===== config.mk =====
export PLATFORM = sky130hd
export DESIGN_NAME = afsk_bit_clock_tone_keyer
export DESIGN_NICKNAME = d
export VERILOG_FILES = /design/src/design/afsk_pkg.sv /design/src/design/afsk_tick_clock.sv /design/src/design/afsk_bit_clock_tone_keyer.sv
export SDC_FILE = /design/constraint.sdc
export NUM_CORES = 1
export LEC_CHECK = 0
export BUFFER_PORTS_ARGS = -buffer_cell sky130_fd_sc_hd__buf_2
export CORE_MARGIN = 1.5
export CORE_UTILIZATION = 60
export CTS_BUF_LIST = sky130_fd_sc_hd__clkbuf_8
export CTS_CLUSTER_SIZE = 8
export DETAILED_ROUTE_END_ITERATION = 7
export PLACE_DENSITY = 0.79
export SLEW_MARGIN = 20
export SYNTH_ARGS = -nofsm -noshare
export SYNTH_HDL_FRONTEND = slang
export SYNTH_SLANG_ARGS = --single-unit
export TNS_END_PERCENT = 20

===== constraint.sdc =====
create_clock -name i_clk -period 11.3 [get_ports i_clk]
set_clock_uncertainty 0.05 [all_clocks]
set_input_delay 1.695 -clock i_clk [delete_from_list [all_inputs] [get_ports i_clk]]
set_output_delay 1.695 -clock i_clk [all_outputs]
set_load 0.03 [all_outputs]

===== src/design/afsk_pkg.sv =====
// shared types, register indexes and the tone word function for the afsk keyer
// no dependencies
package afsk_pkg;

    localparam int CntW    = 24;
    localparam int CreditW = 26;
    localparam int WordW   = 16;
    localparam int CfgAw   = 2;
    localparam int CfgDw   = 24;

    localparam logic [CfgAw-1:0] CFG_SPACE_FFSK     = 2'd0;
    localparam logic [CfgAw-1:0] CFG_BIT_TICKS      = 2'd1;
    localparam logic [CfgAw-1:0] CFG_COUNTER_RELOAD = 2'd2;

    localparam logic [CreditW-1:0] CreditMax = {CreditW{1'b1}};

    // per-beat control from the keyer to the tick clock
    typedef struct packed {
        logic step;        // a beat is processed this cycle
        logic rearm;       // first bit of a frame: restart the clock
        logic set_pending; // bit beat: a bit period starts
    } t_clk_ctl;

    // (hz*1353245 + 65536) >> 17, kept to 16 bits
    function automatic logic [WordW-1:0] f_tone_word(input int unsigned hz);
        logic [63:0] v;
        v = 64'(hz) * 64'd1353245 + 64'd65536;
        return v[17+WordW-1:17];
    endfunction

endpackage


===== src/design/afsk_tick_clock.sv =====
// bit clock: accumulates wrap-aware ticks of the down-counter into a credit
// and ends the pending bit once the credit covers bit_ticks; uses afsk_pkg
module afsk_tick_clock import afsk_pkg::*; (
    input  logic               i_clk,
    input  logic               i_rst_n,
    input  t_clk_ctl           i_ctl,
    input  logic [CntW-1:0]    i_count,
    input  logic [CntW-1:0]    i_bit_ticks,
    input  logic [CntW-1:0]    i_reload,
    output logic               o_done
);

    logic [CntW-1:0]    r_last_count;
    logic [CreditW-1:0] r_credit;
    logic               r_pending;

    logic [CntW:0]      wrap_sum;
    logic [CntW:0]      elapsed;
    logic [CreditW:0]   credit_sum;
    logic [CreditW-1:0] credit_fed;
    logic [CreditW-1:0] credit_base;
    logic               pending;
    logic [CreditW-1:0] n_credit;

    always_comb begin
        wrap_sum = {1'b0, r_last_count} + {1'b0, i_reload} + (CntW+1)'(1);
        if (i_count == r_last_count) begin
            elapsed = '0;
        end else if (i_count < r_last_count) begin
            elapsed = {1'b0, r_last_count - i_count};
        end else if ({1'b0, i_count} <= wrap_sum) begin
            elapsed = wrap_sum - {1'b0, i_count};
        end else begin
            // reading above last count + reload + 1: no ticks counted
            elapsed = '0;
        end
        credit_sum = {1'b0, r_credit} + (CreditW+1)'(elapsed);
        credit_fed = credit_sum[CreditW] ? CreditMax : credit_sum[CreditW-1:0];
        credit_base = i_ctl.rearm ? '0 : credit_fed;
        pending = r_pending | i_ctl.set_pending;
        o_done = pending && (credit_base >= CreditW'(i_bit_ticks));
        n_credit = o_done ? credit_base - CreditW'(i_bit_ticks) : credit_base;
    end

    always_ff @(posedge i_clk) begin
        if (!i_rst_n) begin
            r_last_count <= '0;
            r_credit     <= '0;
            r_pending    <= 1'b0;
        end else if (i_ctl.step) begin
            r_last_count <= i_count;
            r_credit     <= n_credit;
            r_pending    <= pending & ~o_done;
        end
    end

endmodule


===== src/design/afsk_bit_clock_tone_keyer.sv =====
// afsk tone keyer: input register, tone selection and result register
// around the tick clock; uses afsk_pkg and afsk_tick_clock
// an input beat passes the input register and then the result register
// throughput: one beat per cycle; the tick clock state is registered on each
// step so the next beat sees it at once; stalls only on output back-pressure
// reset: synchronous active low; clears the valid, frame and tick clock state;
// data regs keep; config registers return to space_ffsk=0, bit_ticks=40000, counter_reload=479999
module afsk_bit_clock_tone_keyer import afsk_pkg::*; #(
    parameter int unsigned MARK_FREQ_HZ       = 1200,
    parameter int unsigned SPACE_FREQ_HZ      = 2200,
    parameter int unsigned FFSK_SPACE_FREQ_HZ = 1800
) (
    input  logic              i_clk,
    input  logic              i_rst_n,
    input  logic              i_cfg_we,
    input  logic [CfgAw-1:0]  i_cfg_addr,
    input  logic [CfgDw-1:0]  i_cfg_data,
    input  logic              s_axis_tvalid,
    output logic              s_axis_tready,
    input  logic [31:0]       s_axis_tdata,  // count_value[23:0], bit_value[24], zero pad
    input  logic [1:0]        s_axis_tuser,  // func[0], first_bit[1]
    output logic              m_axis_tvalid,
    input  logic              m_axis_tready,
    output logic [15:0]       m_axis_tdata,  // tone_word[15:0]
    output logic [1:0]        m_axis_tuser   // tone_write[0], bit_done[1]
);

    localparam logic [WordW-1:0] MarkWord  = f_tone_word(MARK_FREQ_HZ);
    localparam logic [WordW-1:0] SpaceWord = f_tone_word(SPACE_FREQ_HZ);
    localparam logic [WordW-1:0] FfskWord  = f_tone_word(FFSK_SPACE_FREQ_HZ);

    logic            r_space_ffsk;
    logic [CntW-1:0] r_bit_ticks;
    logic [CntW-1:0] r_reload;

    logic            r_in_valid;
    logic            r_in_func;
    logic            r_in_first;
    logic            r_in_bit;
    logic [CntW-1:0] r_in_count;

    logic            r_frame_active;
    logic            r_current_mark;

    logic             r_out_valid;
    logic             r_out_write;
    logic             r_out_done;
    logic [WordW-1:0] r_out_word;

    logic             advance;
    logic             step;
    logic             new_frame;
    logic             tone_write;
    logic [WordW-1:0] tone_word;
    logic             bit_done;
    t_clk_ctl         clk_ctl;

    // config writes
    always_ff @(posedge i_clk) begin
        if (!i_rst_n) begin
            r_space_ffsk <= 1'b0;
            r_bit_ticks  <= CntW'(40000);
            r_reload     <= CntW'(479999);
        end else if (i_cfg_we) begin
            unique case (i_cfg_addr)
                CFG_SPACE_FFSK:     r_space_ffsk <= i_cfg_data[0];
                CFG_BIT_TICKS:      r_bit_ticks  <= i_cfg_data;
                CFG_COUNTER_RELOAD: r_reload     <= i_cfg_data;
                default: ;
            endcase
        end
    end

    assign advance       = !r_out_valid || m_axis_tready;
    assign s_axis_tready = !r_in_valid || advance;
    assign step          = r_in_valid && advance;

    always_ff @(posedge i_clk) begin
        if (!i_rst_n) begin
            r_in_valid <= 1'b0;
        end else if (s_axis_tready) begin
            r_in_valid <= s_axis_tvalid;
        end
    end

    always_ff @(posedge i_clk) begin
        if (s_axis_tvalid && s_axis_tready) begin
            r_in_count <= s_axis_tdata[CntW-1:0];
            r_in_bit   <= s_axis_tdata[CntW];
            r_in_func  <= s_axis_tuser[0];
            r_in_first <= s_axis_tuser[1];
        end
    end

    always_comb begin
        // a bit without a prior frame starts one
        new_frame  = r_in_func && (r_in_first || !r_frame_active);
        tone_write = r_in_func && (new_frame || (r_in_bit != r_current_mark));
        if (!tone_write) begin
            tone_word = '0;
        end else if (r_in_bit) begin
            tone_word = MarkWord;
        end else begin
            tone_word = r_space_ffsk ? FfskWord : SpaceWord;
        end
        clk_ctl.step        = step;
        clk_ctl.rearm       = new_frame;
        clk_ctl.set_pending = r_in_func;
    end

    always_ff @(posedge i_clk) begin
        if (!i_rst_n) begin
            r_frame_active <= 1'b0;
            r_current_mark <= 1'b0;
        end else if (step && r_in_func) begin
            r_frame_active <= 1'b1;
            r_current_mark <= r_in_bit;
        end
    end

    afsk_tick_clock u_tick_clock (
        .i_clk       (i_clk),
        .i_rst_n     (i_rst_n),
        .i_ctl       (clk_ctl),
        .i_count     (r_in_count),
        .i_bit_ticks (r_bit_ticks),
        .i_reload    (r_reload),
        .o_done      (bit_done)
    );

    always_ff @(posedge i_clk) begin
        if (!i_rst_n) begin
            r_out_valid <= 1'b0;
        end else if (advance) begin
            r_out_valid <= r_in_valid;
        end
    end

    always_ff @(posedge i_clk) begin
        if (step) begin
            r_out_write <= tone_write;
            r_out_word  <= tone_word;
            r_out_done  <= bit_done;
        end
    end

    assign m_axis_tvalid = r_out_valid;
    assign m_axis_tdata  = r_out_word;
    assign m_axis_tuser  = {r_out_done, r_out_write};

endmodule

==> results.yml <==
status:
  status: "finished, final reports clean"
setup_path:
  cpMostUsedCell: "a21oi_1"
  path_max_fanout: 30
  end_kind: "register"
  slowest_stage: "fa_1"
  criticalPathCategory: "reg -> reg"
  arrival_ps: 10840
  start_kind: "register"
  max_stage_delay_ps: 410
  required_ps: 11650
cts:
  cts_setup_buffers: 0
  htree_levels: 4
  root_buffer: "clkbuf_8"
  cts_tree: "done"
  clk_latency_ps: 480
  cts_buffers: 17
  cts_num_sinks: 137
  cts_buffer_depth: 2
  hold_buffers: 0
  path_clk_slew_ps: 90
  post_cts_resize_count: 0
grt:
  grt_max_degree: 83
  grt_first_pass_wirelength_um: 49100
  grt_usage_pct: 31.0
  grt_pass1_vias: 9900
  grt-ovfl-total: 0
  antenna_found_initial: 0
sta:
  final_max_slew_viol_count: 0
  min_period_ps: 10490
  finalSetupViolations: 0
  setup_tns_ps: 0
  hold_violations: 0
  relSlewSlack_pct: 28.6
  max_slew.worst_pin.slew_ps: 1070
  clock.fmax_mhz: 95.3
  rsz0062_at_grt: "no"
  post-route-period-util_pct: 92.9
die:
  core_area_um2: 18800
  initial_core_util_pct: 61.5
  die_area_um2: 20200
  top_level_ports: 85
  die_y_um: 142
  row_count: 50
  die_x_um: 142
layout:
  diodes: 0
  stdcell_area_um2: 12500
  finalNonFillerCells: 1784
  area_delta_synth_final_pct: 7.53
  nets: 1702
  multi_input_area_um2: 7890
  drive_above_1_share_pct: 9.38
  regArea_um2: 3070
  n_fill_cell: 1652
synth:
  async_flop_share_pct: 0
  syn_area_per_cell_um2: 7.86
  ys_seq_area_share_pct: 26.5
  synth_xor_area_share_pct: 7.56
  synthTopCellsByArea: "dfxtp_1 18%, ha_1 13%, edfxtp_1 8.6%, a21oi_1 7.4%, nand2_1 6.5%"
  synth_edf_count: 33
  ys_ff_latch: 137
  syn_inst: 1475
  synth_area_um2: 11600
  synth_top_family_by_area: "compound AO/OA/AOI/OAI gates"
  synthMuxAreaShare_pct: 1.85
  synth_warnings: 0
  netlist.area_leader.share_pct: 18.0
  yosys_most_used_dff: "dfxtp_1"
  synth_adder_area_share_pct: 13.9
  synth.distinct_cells: 79
  synth_compound_area_share_pct: 26.6
  yosys.area_share.simple_pct: 17.9
  yosys.area.top_type: "dfxtp_1"
detailed_routing:
  routed_wl_um: 31500
  viasPerCell: 6.19
  num_vias: 11000
  wl_per_cell_um: 17.7
  drc: 0
  drtIter0Drc: 713
  ant_nets: 0
  firstDrtPassIters: 6
run:
  max_cap_viol_count: 0
power:
  p_leak_nw: 5.53
  ir_drop_uv: 98.4
  powerDensity_nw_per_um2: 136
place:
  place_hpwl_um: 23900
  placed_cell_area_um2: 12100
  portBuffers: 73
  dp.cells: 1752
  place_congestion: 0.945
hold_path:
  hold_class: "reg -> reg"
worst max-delay path: cells and delay by family, from the launching register on:
family                     cells  cell delay, ps
DFF                            1             320
and+or+nand+nor                6            1650
muxes                          1             350
adders and majority gates      6            1940
buffers and inverters          6             750
AOI/OAI and AO/OA             22            5240
xor gates and xnor gates       1             100
area by class of cell:
cell class / instances / share of cell area (%)
multi-input cells: 1186 / 63.3
flip-flops and latches: 137 / 24.7
repair buffers: 85 / 3.76
well taps: 260 / 2.61
inverters: 84 / 2.53
clock buffers: 17 / 1.88
clock inverters: 15 / 1.26
path summary, 6_finish.rpt:
kind,startpoint,to,slack (ps),depth (start not counted)
setup / recovery,u_tick_clock.r_last_count[0]$_SDFFE_PN0P_,u_tick_clock.r_credit[0]$_SDFFE_PN0P_,810,42
hold / removal,r_bit_ticks[1]$_SDFFE_PN0P_,r_bit_ticks[1]$_SDFFE_PN0P_,410,2
setup reg to reg,u_tick_clock.r_last_count[0]$_SDFFE_PN0P_,u_tick_clock.r_credit[0]$_SDFFE_PN0P_,810,42
hold reg to reg,r_bit_ticks[1]$_SDFFE_PN0P_,r_bit_ticks[1]$_SDFFE_PN0P_,410,2
per-stage QoR:
step	util [%]	setup WS, ps	power [mW]	hold WS, ps
6_report	66.2	807	1.69	410
2_1_floorplan	-	2280	1.12	386
4_1_cts	66.1	741	1.68	409
3_3_place_gp	64.1	1020	1.26	394
3_5_place_dp	64.1	838	1.27	396
5_1_grt	66.2	33.1	1.79	425
state kept, by name, indices dropped and copies added, names as in the netlist, 4 cells and up:
register,cells
u_tick_clock.r_credit,26
r_bit_ticks,24
r_reload,24
r_in_count,24
m_axis_tdata,4
u_tick_clock.r_last_count,24
placed cells by master, fill, tap and decap left out, types with 15 or more instances in the layout:
| cell | synthesis | final |
|---|---|---|
| nand2_1 | 202 | 201 |
| a21oi_1 | 172 | 172 |
| ha_1 | 121 | 121 |
| dfxtp_1 | 104 | 104 |
| nor2_1 | 91 | 90 |
| inv_1 | 81 | 80 |
| o21ai_0 | 74 | 74 |
| buf_2 | 3 | 73 |
| xnor2_1 | 54 | 54 |
| a21o_1 | 50 | 50 |
| xor2_1 | 46 | 46 |
| nand3_1 | 34 | 34 |
| edfxtp_1 | 33 | 33 |
| nand2b_1 | 22 | 22 |
| o21a_1 | 22 | 22 |
| nor3_1 | 21 | 21 |
| o22ai_1 | 20 | 20 |
| nand4_1 | 18 | 18 |
| o211ai_1 | 18 | 18 |
| mux2i_1 | 18 | 18 |
| a211oi_1 | 17 | 17 |
| clkbuf_8 | 0 | 17 |
| a31oi_1 | 15 | 15 |
layer usage:
metal	up-vias	routed length (um)	global-route usage [%]
met4	0	916	11.8
met1	5199	14000	39.5
met3	59	1710	4.91
met5	-	0	0
li1	5400	-	-
met2	383	14900	52.9
cell families after synthesis:
kind of cell,after synthesis
AO/OA/AOI/OAI,482
AND/OR/NAND/NOR,453
buffers and inverters,155
flip-flops,137
adder cells (fa/ha/maj),126
XOR/XNOR,100
multiplexers,21
other,1
cells in the mapped netlist, drive strengths merged (4+ instances only):
library cell / number
nand2: 202
a21oi: 172
ha: 121
dfxtp: 104
nor2: 91
inv: 82
o21ai: 81
xnor2: 54
clkbuf: 51
a21o: 50
xor2: 46
nand3: 34
edfxtp: 33
nand2b: 22
o21a: 22
nor3: 21
buf: 20
o22ai: 20
a211oi: 19
mux2i: 18
nand4: 18
o211ai: 18
a31oi: 15
o21bai: 13
nor2b: 11
a211o: 8
and2: 8
and3: 8
a31o: 7
nor4: 7
or3: 7
a311oi: 6
a41oi: 5
fa: 5
o31ai: 5
or2: 5
a221oi: 4
nand4b: 4
o2111ai: 4
o31a: 4
power breakdown:
group	switching (mW)	leakage, nW	internal (mW)
clock	0.233	0.197	0.183
sequential	0.0203	1.17	0.531
combinational	0.429	4.16	0.298
(Power assumes the default switching activity.)
